==> src/rtl/mwc_pkg.sv <==
// shared types and constants for the multiply-with-carry generator
`default_nettype none

package mwc_pkg;

    localparam int DATA_W  = 32;
    localparam int HALF_W  = 16;
    localparam int SPAN_W  = DATA_W + 1;
    localparam int DIV_STEPS = DATA_W;
    localparam int CNT_W   = $clog2(DIV_STEPS);

    localparam logic [HALF_W-1:0] MUL_Z = 16'd36969;
    localparam logic [HALF_W-1:0] MUL_W = 16'd18000;

    localparam logic [DATA_W-1:0] SEED_MUL_W = 32'd2019164533;
    localparam logic [DATA_W-1:0] SEED_MUL_Z = 32'd1000632769;

    // lanes as seeded from zero
    localparam logic [DATA_W-1:0] LANE_Z_INIT = 32'd3294334527;
    localparam logic [DATA_W-1:0] LANE_W_INIT = 32'd2019164533;

    localparam logic [CNT_W-1:0] DIV_LAST = CNT_W'(DIV_STEPS - 1);

    typedef enum logic [1:0] {
        OP_RAW    = 2'd0,
        OP_RANGE  = 2'd1,
        OP_RESEED = 2'd2,
        OP_NONE   = 2'd3
    } op_t;

    typedef enum logic [2:0] {
        ST_IDLE,
        ST_SEED,
        ST_STEP,
        ST_PREP,
        ST_DIV,
        ST_FIN,
        ST_DELIVER
    } state_t;

    typedef struct packed {
        logic capture;
        logic seed_load;
        logic lane_step;
        logic res_draw;
        logic res_low;
        logic div_start;
        logic div_step;
        logic res_mod;
        logic out_load;
    } cmd_t;

    typedef struct packed {
        logic is_range;
        logic inverted;
        logic div_last;
        logic out_free;
    } status_t;

endpackage

`default_nettype wire

==> src/rtl/mwc_datapath.sv <==
// lanes, seed register, remainder divider and output register
`default_nettype none

module mwc_datapath (
    input  wire logic                         clk,
    input  wire logic                         rst_n,
    input  wire mwc_pkg::cmd_t                cmd,
    output mwc_pkg::status_t                  status,
    input  wire logic [1:0]                   op,
    input  wire logic [mwc_pkg::DATA_W-1:0]   range_low,
    input  wire logic [mwc_pkg::DATA_W-1:0]   range_high,
    input  wire logic                         seed_wr,
    input  wire logic [mwc_pkg::DATA_W-1:0]   seed_data,
    input  wire logic                         out_stall,
    output logic                              out_valid,
    output logic [mwc_pkg::DATA_W-1:0]        value
);

    logic [mwc_pkg::DATA_W-1:0] seed_reg;
    logic [mwc_pkg::DATA_W-1:0] lane_z_reg, lane_z_next;
    logic [mwc_pkg::DATA_W-1:0] lane_w_reg, lane_w_next;
    logic                       out_valid_reg;
    logic [mwc_pkg::DATA_W-1:0] value_reg;

    logic                       is_range_reg;
    logic                       inverted_reg;
    logic [mwc_pkg::DATA_W-1:0] low_reg;
    logic [mwc_pkg::SPAN_W-1:0] span_reg;
    logic [mwc_pkg::DATA_W-1:0] res_reg;
    logic [mwc_pkg::DATA_W-1:0] rem_reg, rem_next;
    logic [mwc_pkg::DATA_W-1:0] quo_reg;
    logic [mwc_pkg::CNT_W-1:0]  div_cnt_reg;

    logic [mwc_pkg::DATA_W-1:0] z_prod, w_prod;
    logic [mwc_pkg::DATA_W-1:0] seed_w_odd, seed_z_odd;
    logic [mwc_pkg::DATA_W-1:0] seed_w_mix, seed_z_mix;
    logic [mwc_pkg::DATA_W-1:0] draw;
    logic [mwc_pkg::SPAN_W-1:0] rem_shift, rem_diff;

    // one lane step: mul * low half + high half
    assign z_prod = {{mwc_pkg::HALF_W{1'b0}}, mwc_pkg::MUL_Z}
                  * {{mwc_pkg::HALF_W{1'b0}}, lane_z_reg[mwc_pkg::HALF_W-1:0]};
    assign w_prod = {{mwc_pkg::HALF_W{1'b0}}, mwc_pkg::MUL_W}
                  * {{mwc_pkg::HALF_W{1'b0}}, lane_w_reg[mwc_pkg::HALF_W-1:0]};

    // odd-multiplier seed mixing
    assign seed_w_odd = {seed_reg[mwc_pkg::DATA_W-2:0], 1'b1};
    assign seed_z_odd = {~seed_reg[mwc_pkg::DATA_W-2:0], 1'b1};
    assign seed_w_mix = seed_w_odd * mwc_pkg::SEED_MUL_W;
    assign seed_z_mix = seed_z_odd * mwc_pkg::SEED_MUL_Z;

    always_comb
    begin
        lane_z_next = lane_z_reg;
        lane_w_next = lane_w_reg;
        if (cmd.seed_load)
        begin
            lane_z_next = seed_z_mix;
            lane_w_next = seed_w_mix;
        end
        else if (cmd.lane_step)
        begin
            lane_z_next = z_prod
                + {{mwc_pkg::HALF_W{1'b0}}, lane_z_reg[mwc_pkg::DATA_W-1:mwc_pkg::HALF_W]};
            lane_w_next = w_prod
                + {{mwc_pkg::HALF_W{1'b0}}, lane_w_reg[mwc_pkg::DATA_W-1:mwc_pkg::HALF_W]};
        end
    end

    assign draw = {lane_z_reg[mwc_pkg::HALF_W-1:0], {mwc_pkg::HALF_W{1'b0}}} + lane_w_reg;

    // restoring remainder step
    assign rem_shift = {rem_reg, quo_reg[mwc_pkg::DATA_W-1]};
    assign rem_diff  = rem_shift - span_reg;
    assign rem_next  = (rem_shift >= span_reg) ? rem_diff[mwc_pkg::DATA_W-1:0]
                                               : rem_shift[mwc_pkg::DATA_W-1:0];

    always_ff @(posedge clk or negedge rst_n)
    begin
        if (!rst_n)
        begin
            seed_reg      <= '0;
            lane_z_reg    <= mwc_pkg::LANE_Z_INIT;
            lane_w_reg    <= mwc_pkg::LANE_W_INIT;
            out_valid_reg <= 1'b0;
            div_cnt_reg   <= '0;
        end
        else
        begin
            if (seed_wr)
            begin
                seed_reg <= seed_data;
            end
            lane_z_reg <= lane_z_next;
            lane_w_reg <= lane_w_next;
            if (cmd.out_load)
            begin
                out_valid_reg <= 1'b1;
            end
            else if (!out_stall)
            begin
                out_valid_reg <= 1'b0;
            end
            if (cmd.div_start)
            begin
                div_cnt_reg <= '0;
            end
            else if (cmd.div_step)
            begin
                div_cnt_reg <= div_cnt_reg + 1'b1;
            end
        end
    end

    always_ff @(posedge clk)
    begin
        if (cmd.capture)
        begin
            is_range_reg <= (mwc_pkg::op_t'(op) == mwc_pkg::OP_RANGE);
            inverted_reg <= (range_low > range_high);
            low_reg      <= range_low;
            span_reg     <= {1'b0, range_high} - {1'b0, range_low} + 1'b1;
        end
        if (cmd.res_draw)
        begin
            res_reg <= draw;
        end
        else if (cmd.res_low)
        begin
            res_reg <= low_reg;
        end
        else if (cmd.res_mod)
        begin
            res_reg <= rem_reg + low_reg;
        end
        if (cmd.div_start)
        begin
            rem_reg <= '0;
            quo_reg <= draw;
        end
        else if (cmd.div_step)
        begin
            rem_reg <= rem_next;
            quo_reg <= {quo_reg[mwc_pkg::DATA_W-2:0], 1'b0};
        end
        if (cmd.out_load)
        begin
            value_reg <= res_reg;
        end
    end

    assign status.is_range = is_range_reg;
    assign status.inverted = inverted_reg;
    assign status.div_last = (div_cnt_reg == mwc_pkg::DIV_LAST);
    assign status.out_free = !out_valid_reg || !out_stall;

    assign out_valid = out_valid_reg;
    assign value     = value_reg;

    a_rem_below_span: assert property (@(posedge clk) disable iff (!rst_n)
        cmd.div_step |-> ({1'b0, rem_reg} < span_reg))
        else $error("remainder reached the span");

    a_div_cnt_clear: assert property (@(posedge clk) disable iff (!rst_n)
        cmd.div_start |=> (div_cnt_reg == '0))
        else $error("divider count not cleared at start");

    a_out_hold: assert property (@(posedge clk) disable iff (!rst_n)
        (out_valid_reg && out_stall) |=> (out_valid_reg && $stable(value_reg)))
        else $error("stalled result changed or dropped");

endmodule

`default_nettype wire

==> src/rtl/mwc_controller.sv <==
// sequencing state machine for the generator
`default_nettype none

module mwc_controller (
    input  wire logic             clk,
    input  wire logic             rst_n,
    input  wire logic             in_valid,
    input  wire logic [1:0]       op,
    output logic                  in_stall,
    input  wire mwc_pkg::status_t status,
    output mwc_pkg::cmd_t         cmd
);

    mwc_pkg::state_t state_reg, state_next;

    always_ff @(posedge clk or negedge rst_n)
    begin
        if (!rst_n)
        begin
            state_reg <= mwc_pkg::ST_IDLE;
        end
        else
        begin
            state_reg <= state_next;
        end
    end

    always_comb
    begin
        state_next = state_reg;
        cmd        = '0;
        in_stall   = 1'b1;
        unique case (state_reg)
            mwc_pkg::ST_IDLE:
            begin
                in_stall = 1'b0;
                if (in_valid)
                begin
                    cmd.capture = 1'b1;
                    unique case (mwc_pkg::op_t'(op)) inside
                        mwc_pkg::OP_RAW, mwc_pkg::OP_RANGE: state_next = mwc_pkg::ST_STEP;
                        mwc_pkg::OP_RESEED:                 state_next = mwc_pkg::ST_SEED;
                        default:                            state_next = mwc_pkg::ST_IDLE;
                    endcase
                end
            end
            mwc_pkg::ST_SEED:
            begin
                cmd.seed_load = 1'b1;
                state_next    = mwc_pkg::ST_IDLE;
            end
            mwc_pkg::ST_STEP:
            begin
                cmd.lane_step = 1'b1;
                state_next    = mwc_pkg::ST_PREP;
            end
            mwc_pkg::ST_PREP:
            begin
                if (!status.is_range)
                begin
                    cmd.res_draw = 1'b1;
                    state_next   = mwc_pkg::ST_DELIVER;
                end
                else if (status.inverted)
                begin
                    cmd.res_low = 1'b1;
                    state_next  = mwc_pkg::ST_DELIVER;
                end
                else
                begin
                    cmd.div_start = 1'b1;
                    state_next    = mwc_pkg::ST_DIV;
                end
            end
            mwc_pkg::ST_DIV:
            begin
                cmd.div_step = 1'b1;
                if (status.div_last)
                begin
                    state_next = mwc_pkg::ST_FIN;
                end
            end
            mwc_pkg::ST_FIN:
            begin
                cmd.res_mod = 1'b1;
                state_next  = mwc_pkg::ST_DELIVER;
            end
            mwc_pkg::ST_DELIVER:
            begin
                if (status.out_free)
                begin
                    cmd.out_load = 1'b1;
                    state_next   = mwc_pkg::ST_IDLE;
                end
            end
            default:
            begin
                state_next = mwc_pkg::ST_IDLE;
            end
        endcase
    end

    a_load_only_free: assert property (@(posedge clk) disable iff (!rst_n)
        cmd.out_load |-> status.out_free)
        else $error("output loaded while occupied");

    a_div_to_fin: assert property (@(posedge clk) disable iff (!rst_n)
        (state_reg == mwc_pkg::ST_DIV && status.div_last) |=> (state_reg == mwc_pkg::ST_FIN))
        else $error("divider did not finish after last step");

    a_draw_starts: assert property (@(posedge clk) disable iff (!rst_n)
        (in_valid && !in_stall
         && (mwc_pkg::op_t'(op) == mwc_pkg::OP_RAW || mwc_pkg::op_t'(op) == mwc_pkg::OP_RANGE))
        |=> (state_reg == mwc_pkg::ST_STEP))
        else $error("draw request did not start a lane step");

endmodule

`default_nettype wire

==> src/rtl/mwc_random_generator_core.sv <==
// top level of the two-lane multiply-with-carry random generator
// usage:
//   input channel (in_valid / in_stall) carries one request: op, range_low, range_high
//     op raw    : one draw, result is (z << 16) + w
//     op range  : one draw, result is range_low + draw mod (range_high - range_low + 1),
//                 or range_low when the range is inverted
//     op reseed : both lanes reloaded from the seed register, no result
//     op 3      : ignored, no result
//   output channel (out_valid / out_stall) carries value
//   config channel (cfg_valid / cfg_ready) writes the seed register; cfg_ready is always high
// timing:
//   one request at a time; in_stall is low only while the sequencer is idle
//   raw draw and inverted range: lane step, result select, then load into the output register once free
//   range draw: lane step, the 32-step restoring remainder divider (one bit per cycle),
//   then the final add and the load into the output register once free
//   reseed: both lanes are reloaded before the next request is taken
// output register separates the sides: a new request is taken while a result waits;
// its own result then holds in the result register until the receiver stops stalling
// reset: lanes return to the zero-seed state, seed register clears, no result pending
`default_nettype none

module mwc_random_generator_core (
    input  wire logic                       clk,
    input  wire logic                       rst_n,
    // request channel
    input  wire logic                       in_valid,
    output logic                            in_stall,
    input  wire logic [1:0]                 op,
    input  wire logic [mwc_pkg::DATA_W-1:0] range_low,
    input  wire logic [mwc_pkg::DATA_W-1:0] range_high,
    // result channel
    output logic                            out_valid,
    input  wire logic                       out_stall,
    output logic [mwc_pkg::DATA_W-1:0]      value,
    // seed register write
    input  wire logic                       cfg_valid,
    output logic                            cfg_ready,
    input  wire logic [mwc_pkg::DATA_W-1:0] cfg_data
);

    mwc_pkg::cmd_t    cmd;
    mwc_pkg::status_t status;

    // seed writes are always taken
    assign cfg_ready = 1'b1;

    // sequencer: decodes the request and steps the datapath
    mwc_controller u_ctrl (
        .clk      (clk),
        .rst_n    (rst_n),
        .in_valid (in_valid),
        .op       (op),
        .in_stall (in_stall),
        .status   (status),
        .cmd      (cmd)
    );

    // lanes, divider and output register
    mwc_datapath u_dp (
        .clk        (clk),
        .rst_n      (rst_n),
        .cmd        (cmd),
        .status     (status),
        .op         (op),
        .range_low  (range_low),
        .range_high (range_high),
        .seed_wr    (cfg_valid && cfg_ready),
        .seed_data  (cfg_data),
        .out_stall  (out_stall),
        .out_valid  (out_valid),
        .value      (value)
    );

endmodule

`default_nettype wire
==> config.mk <==
export PLATFORM = sky130hd
export DESIGN_NAME = mwc_random_generator_core
export DESIGN_NICKNAME = d
export VERILOG_FILES = /design/src/rtl/mwc_pkg.sv /design/src/rtl/mwc_datapath.sv /design/src/rtl/mwc_controller.sv /design/src/rtl/mwc_random_generator_core.sv
export SDC_FILE = /design/constraint.sdc
export NUM_CORES = 2
export LEC_CHECK = 0
export BUFFER_PORTS_ARGS = -buffer_cell sky130_fd_sc_hd__clkbuf_2
export CAP_MARGIN = 20
export CORE_MARGIN = 2
export CORE_UTILIZATION = 35
export CTS_CLUSTER_SIZE = 24
export DETAILED_ROUTE_END_ITERATION = 16
export RECOVER_POWER = 50
export SYNTH_ARGS = -nofsm -noshare
export SYNTH_HDL_FRONTEND = slang
export SYNTH_HIERARCHICAL = 1
export SYNTH_SLANG_ARGS = --single-unit
==> constraint.sdc <==
create_clock -name clk -period 6.58 [get_ports clk]
set_clock_uncertainty 0.05 [all_clocks]
set_input_delay 0 -clock clk [delete_from_list [all_inputs] [get_ports clk]]
set_output_delay 0 -clock clk [all_outputs]
set_load 0.02 [all_outputs]
; ---- Yosys cells after proc, flatten, opt, wreduce, memory -nomap -nowiden
; Cells that the tools add are included.
[classes]
n_mux = 35
eq_ne = 13
n_mul = 4
reduce_logical = 10
bitwise_logic = 1
add_sub_neg = 8
n_lt_le_gt_ge = 2
[ops]
columns = operator, n
row1 = 32-bit 2-to-1 mux, 10
row2 = 32-bit adder, 2
row3 = "33-bit by 1-bit adder with 33-bit output, second input constant", 1
row4 = 33-bit >= comparator, 1
row5 = 32-bit by 32-bit subtractor with 33-bit output, 1
row6 = 31-bit by 16-bit adder with 32-bit output, 1
row7 = 32-bit by 16-bit adder with 32-bit output, 1
row8 = 32-bit > comparator, 1
row9 = "16-bit by 16-bit multiplier with 32-bit output, first input constant", 1
row10 = "32-bit by 30-bit multiplier with 32-bit output, second input constant", 1
row11 = "32-bit by 31-bit multiplier with 32-bit output, second input constant", 1
row12 = 32-bit subtractor, 1
row13 = 31-bit NOT, 1
row14 = "11-bit by 16-bit multiplier with 27-bit output, first input constant", 1
row15 = 3-bit one-hot mux with 6 select lines, 1
row16 = 1-bit 2-to-1 mux, 14
row17 = 3-bit 2-to-1 mux, 4
row18 = 5-bit 2-to-1 mux, 2
row19 = "3-bit equality test, second input constant", 3
row20 = "3-bit by 2-bit equality test with 1-bit output, second input constant", 2
row21 = 2-bit 2-to-1 mux, 3
row22 = "2-bit != test, second input constant", 3
row23 = "5-bit by 1-bit adder with 5-bit output, second input constant", 1
row24 = "5-bit equality test, second input constant", 1
row25 = 13 further kinds, 15
[totals]
in_bits = 103
output_inout_bits = 35
register_bits = 299
wordCells = 87

; ---- Longest topological paths before layout
[logic_depth]
ltp_word = 5
ltp_mapped = 27
mapped_depth_nobuf = 27

; ---- Hierarchy
; Netlist, hierarchy kept.
[modules_own_cells]
columns = module, instances, cells_each, area_each_um2, seq_area_each_um2
row1 = mwc_datapath, 1, 4076, 39146.3, 8102.8
row2 = mwc_controller, 1, 35, 280.3, 75.1
row3 = mwc_random_generator_core, 1, 2, 11.3, 0.0

; ---- Worst setup path after synthesis
; OpenSTA, ideal clock, no wires.
[synth_path]
path_type = register to register
start = reg u_dp/seed_reg[1] in the netlist's numbering
end = reg u_dp/lane_w_reg[30] in the netlist's numbering
path_buffers = 1
t_arrival_ns = 6.509
setup_slack_ns = -0.063
path_stages_with_launch = 25
synth_period_minus_slack_ns = 6.643
setup_time_ns = 0.084
cell_sequence = dfrtp_1 clkbuf_1 inv_1 ha_1 fa_1 ha_1 ha_1 inv_1 fa_1 inv_1 fa_1 fa_1 inv_1 fa_1 inv_1 ha_1 nand3_1 inv_1 a211o_1 a222oi_1 a21oi_1 a31oi_1 xor2_1 a22o_1 o21ai_1
[synth_via]
elab_chain_cells = 2
[synth_rtl]
columns = item, line
row1 = "start, declared", mwc_datapath.sv:19  ; logic [mwc_pkg::DATA_W-1:0] seed_reg;
row2 = "start signal, assigned", mwc_datapath.sv:92  ; seed_reg <= seed_data;
row3 = 32-bit by 31-bit multiplier with 32-bit output, mwc_datapath.sv:49  ; assign seed_w_mix = seed_w_odd * mwc_pkg::SEED_MUL_W;
row4 = 32-bit 2-to-1 mux, mwc_datapath.sv:56  ; if (cmd.seed_load)
row5 = "end signal, assigned", mwc_datapath.sv:84  ; lane_w_reg <= mwc_pkg::LANE_W_INIT;
row6 = "end signal, assigned", mwc_datapath.sv:95  ; lane_w_reg <= lane_w_next;
row7 = "end, declared", mwc_datapath.sv:21  ; logic [mwc_pkg::DATA_W-1:0] lane_w_reg, lane_w_next;
; Every way passes these cells.
; A chain may end at the register's enable or synchronous reset.

; ---- Worst setup path in the final report
[layout_path]
start = reg u_dp/seed_reg[8] in the netlist's numbering
end = reg u_dp/lane_z_reg[31] in the netlist's numbering
[layout_via]
elab_chain_cells = 3
[layout_rtl]
columns = item, line
row1 = 31-bit NOT, mwc_datapath.sv:48  ; assign seed_z_odd = {~seed_reg[mwc_pkg::DATA_W-2:0], 1'b1};
row2 = 32-bit by 30-bit multiplier with 32-bit output, mwc_datapath.sv:50  ; assign seed_z_mix = seed_z_odd * mwc_pkg::SEED_MUL_Z;
row3 = 32-bit 2-to-1 mux, mwc_datapath.sv:56
row4 = "end signal, assigned", mwc_datapath.sv:83  ; lane_z_reg <= mwc_pkg::LANE_Z_INIT;
row5 = "end signal, assigned", mwc_datapath.sv:94  ; lane_z_reg <= lane_z_next;
row6 = "end, declared", mwc_datapath.sv:20  ; logic [mwc_pkg::DATA_W-1:0] lane_z_reg, lane_z_next;
; Every way passes these cells.

==> metrics.md <==
| Metric | Value |
|---|---|
| Clock transition at path regs | 0.06 ns |
| Final Hold Fails | 3 |
| Reg2Reg Depth | 22 |
| Die height | 340 um |
| DR vias/cell | 4.98 |
| Failing checks | hold timing, capacitance limit, slew limit |
| Hold path cells | 3 |
| Fmax | 155 MHz |
| CTS tree | built |
| Core area | 112000 um^2 |
| Worst r2r src | u_dp/seed_reg[8] |
| Routed Antenna Nets | 0 |
| Register area share after synthesis | 20.7% |
| Ys flop type | edfxtp_1 |
| GR Overflow Total | 0 |
| TritonCTS Buffers | 40 |
| R2r setup slk | 0.14 ns |
| Largest area contributor in the netlist | ha_1 |
| Req. time, crit path | 7.04 ns |
| Final WL | 109000 um |
| Row cnt | 123 |
| HP Class | primary input to flip-flop |
| Top cells by count, synth | inv_1, ha_1, fa_1 |
| Max reg flops | 33 |
| Top-count cell post-synth | inv_1 |
| Die W | 340 um |
| Root buf cell | clkbuf_16 |
| PnR worst setup slack | 0.143 ns |
| Slew margin rel. | -122% |
| Largest net degree at the start of global routing | 75 |
| Syn nets | 5323 |
| Distinct cells, synth | 94 |
| Overall Global Routing Usage | 18.9% |
| Max Root-Sink Buffers | 3 |
| Status | complete, but fails checks |
| Sink Count | 299 |
| Detailed Place HPWL | 91000 um |
| First-pass GRT wire length | 171000 um |
| Endpoint, Worst Hold | u_dp/seed_reg[11] |
| Yosys reg bits | 299 |
| Worst skew pair latency | 0.59 ns |
| Port bufs | 135 |
| Vias | 29700 |
| CP startpoint | u_dp/seed_reg[8] |
| First-pass detailed-route iteration total | 5 |
| Synth top area cells | ha_1, fa_1, edfxtp_1, inv_1, dfrtp_1 |
| CP endpoint kind | flip-flop |
| Hold Crit Start | cfg_valid |
| Setup CP Type | flip-flop to flip-flop |
| Post-route minimum period | 6.44 ns |
| 1st-iter DRT viols | 1787 |
| Critical path data arrival time | 6.89 ns |
| Post-synthesis cell area | 39400 um^2 |
| Worst-margin pin slew | 3.34 ns |
| Die area | 115000 um^2 |
| Avg Inst Size Synth | 9.59 um^2 |
| EDFF count, synth | 163 |
| Number of global-route vias before repair | 29700 |
| Max cap viols | 1 |
| Hold Slack | -0.0480 ns |
| Post-synthesis instance total | 4113 |
| Final setup fails | 0 |
| Nets | 5642 |
| Starting density of the core | 35.2% |
| H-tree Lvls | 2 |
| Initial antenna violation count | 6 |
| Final cycle utilization of the critical path | 97.8% |
| Crit path launch type | flip-flop |
| Warning count from the yosys run | 6 |
| GPL Wtd Cong | 0.972 |
| Synth top area share | 24.3% |
| R2r endpoint | u_dp/lane_z_reg[31] |
| Dpl ws | -0.00243 ns |
| I/O pin count | 138 |
| Async set-or-reset flop fraction in the synthesized netlist | 34.8% |
| Pins Over Slew Limit | 55 |
| Wire per inst | 18.2 um |
| RSZ-0062 raised after global routing | yes |
| Syn-to-layout area delta | 14.4% |
| Share of cells above drive strength 1 | 9.68% |
| # DRC | 0 |
| Crit-path max FO | 7 |
==> through the flow <==
step	hold slack, ns	instances	util, %	TNS, ns	area, um^2
after detailed placement	0.0953	5799	38.1	-0.00243	42700
after global placement	0.0869	5799	38.1	0	42700
final	-0.0480	5967	40.2	0	45100
after floorplan	-0.346	4113	-	0	39400
after global routing	0.0165	5964	40.2	-0.127	45100
after CTS	0.00547	5949	39.9	0	44800
==> critical path, stage by stage, from the launching register on <==
cell and delay, ns:
dfrtp_1 0.37, inv_1 0.27, buf_4 0.32, ha_1 0.27, inv_1 0.21, fa_1 0.50, fa_1 0.58, fa_1 0.46
fa_1 0.50, fa_1 0.51, inv_1 0.05, fa_1 0.44, ha_1 0.21, xor2_1 0.16, xnor2_1 0.27, xnor2_1 0.13
xnor2_1 0.25, xnor2_1 0.23, buf_4 0.19, xnor2_1 0.11, buf_4 0.14, nand2_1 0.04, o21ai_0 0.10
==> kinds of logic after synthesis <==
| kind of cell | synth area share [%] |
|---|---|
| muxes | 2.15 |
| and+or+nand+nor | 8.11 |
| xor gates and xnor gates | 5.75 |
| adders and majority gates | 41.6 |
| buffers and inverters | 8.91 |
| AOI/OAI and AO/OA | 12.7 |
| other | 0.00951 |
| DFF | 20.7 |
==> worst max-delay path by stage <==
stage                                      to  cells past startpoint
after CTS                 u_dp/lane_w_reg[30]                     25
after global placement    u_dp/lane_w_reg[30]                     23
final                     u_dp/lane_z_reg[31]                     22
after detailed placement  u_dp/lane_w_reg[30]                     26
after floorplan           u_dp/lane_w_reg[30]                     24
after global routing      u_dp/lane_w_reg[30]                     23
==> final cells by class <==
type,count,area (um^2)
Clock inverter,25,277
Fill cell,11100,67100
Tap cell,1500,1880
Inverter,848,3190
Multi-Input combinational cell,2885,28100
Antenna cell,4,10.0
Clock buffer,48,1040
Timing Repair Buffer,358,2480
Sequential cell,299,8180
==> cell usage in the layout (no fill, tap or decap), drive strengths merged, types with 11 or more instances in the layout <==
| cell type | Yosys | layout |
|---|---|---|
| a211oi | 65 | 65 |
| a21o | 75 | 75 |
| a21oi | 210 | 210 |
| a22oi | 17 | 17 |
| a311oi | 11 | 11 |
| a31oi | 23 | 23 |
| and2 | 16 | 16 |
| and3 | 26 | 26 |
| buf | 18 | 141 |
| clkbuf | 63 | 188 |
| clkinv | 0 | 14 |
| dfrtp | 72 | 72 |
| dfstp | 32 | 32 |
| dfxtp | 32 | 32 |
| dlygate4sd3 | 0 | 77 |
| edfxtp | 163 | 163 |
| fa | 340 | 340 |
| ha | 767 | 767 |
| inv | 848 | 851 |
| mux2 | 31 | 31 |
| mux2i | 50 | 50 |
| nand2 | 200 | 200 |
| nand2b | 28 | 28 |
| nand3 | 40 | 40 |
| nand4 | 24 | 24 |
| nor2 | 165 | 165 |
| nor2b | 39 | 39 |
| nor3 | 51 | 51 |
| nor3b | 17 | 17 |
| o211ai | 26 | 26 |
| o21a | 46 | 46 |
| o21ai | 179 | 179 |
| o21bai | 34 | 34 |
| o31ai | 13 | 13 |
| or3 | 15 | 15 |
| xnor2 | 174 | 174 |
| xor2 | 85 | 85 |
==> per-layer routing <==
layer  wire length (um)  share of wire (%)  GRT usage (%)  vias up
met5                 11              0.010              0        -
met4               2330                2.1           4.51        2
met3               5510                5.1           2.50      116
met2              49300                 45           30.4      560
met1              51700                 47           26.8    14600
li1                   -                  -              -    14500
==> what timing repair did <==
action / 4_1_cts / 5_1_grt
setup buffers: 0 / 12
gates resized for setup: 4 / 73
hold buffers: 77 / 0
pin swaps: 2 / 39
endpoints found under the setup margin: 1 / 14
hold endpoints to repair: 132 / 0
Power is left out: the tool's default activity adds up to more than one toggle a clock period on the data nets, which glitch-free logic cannot reach.
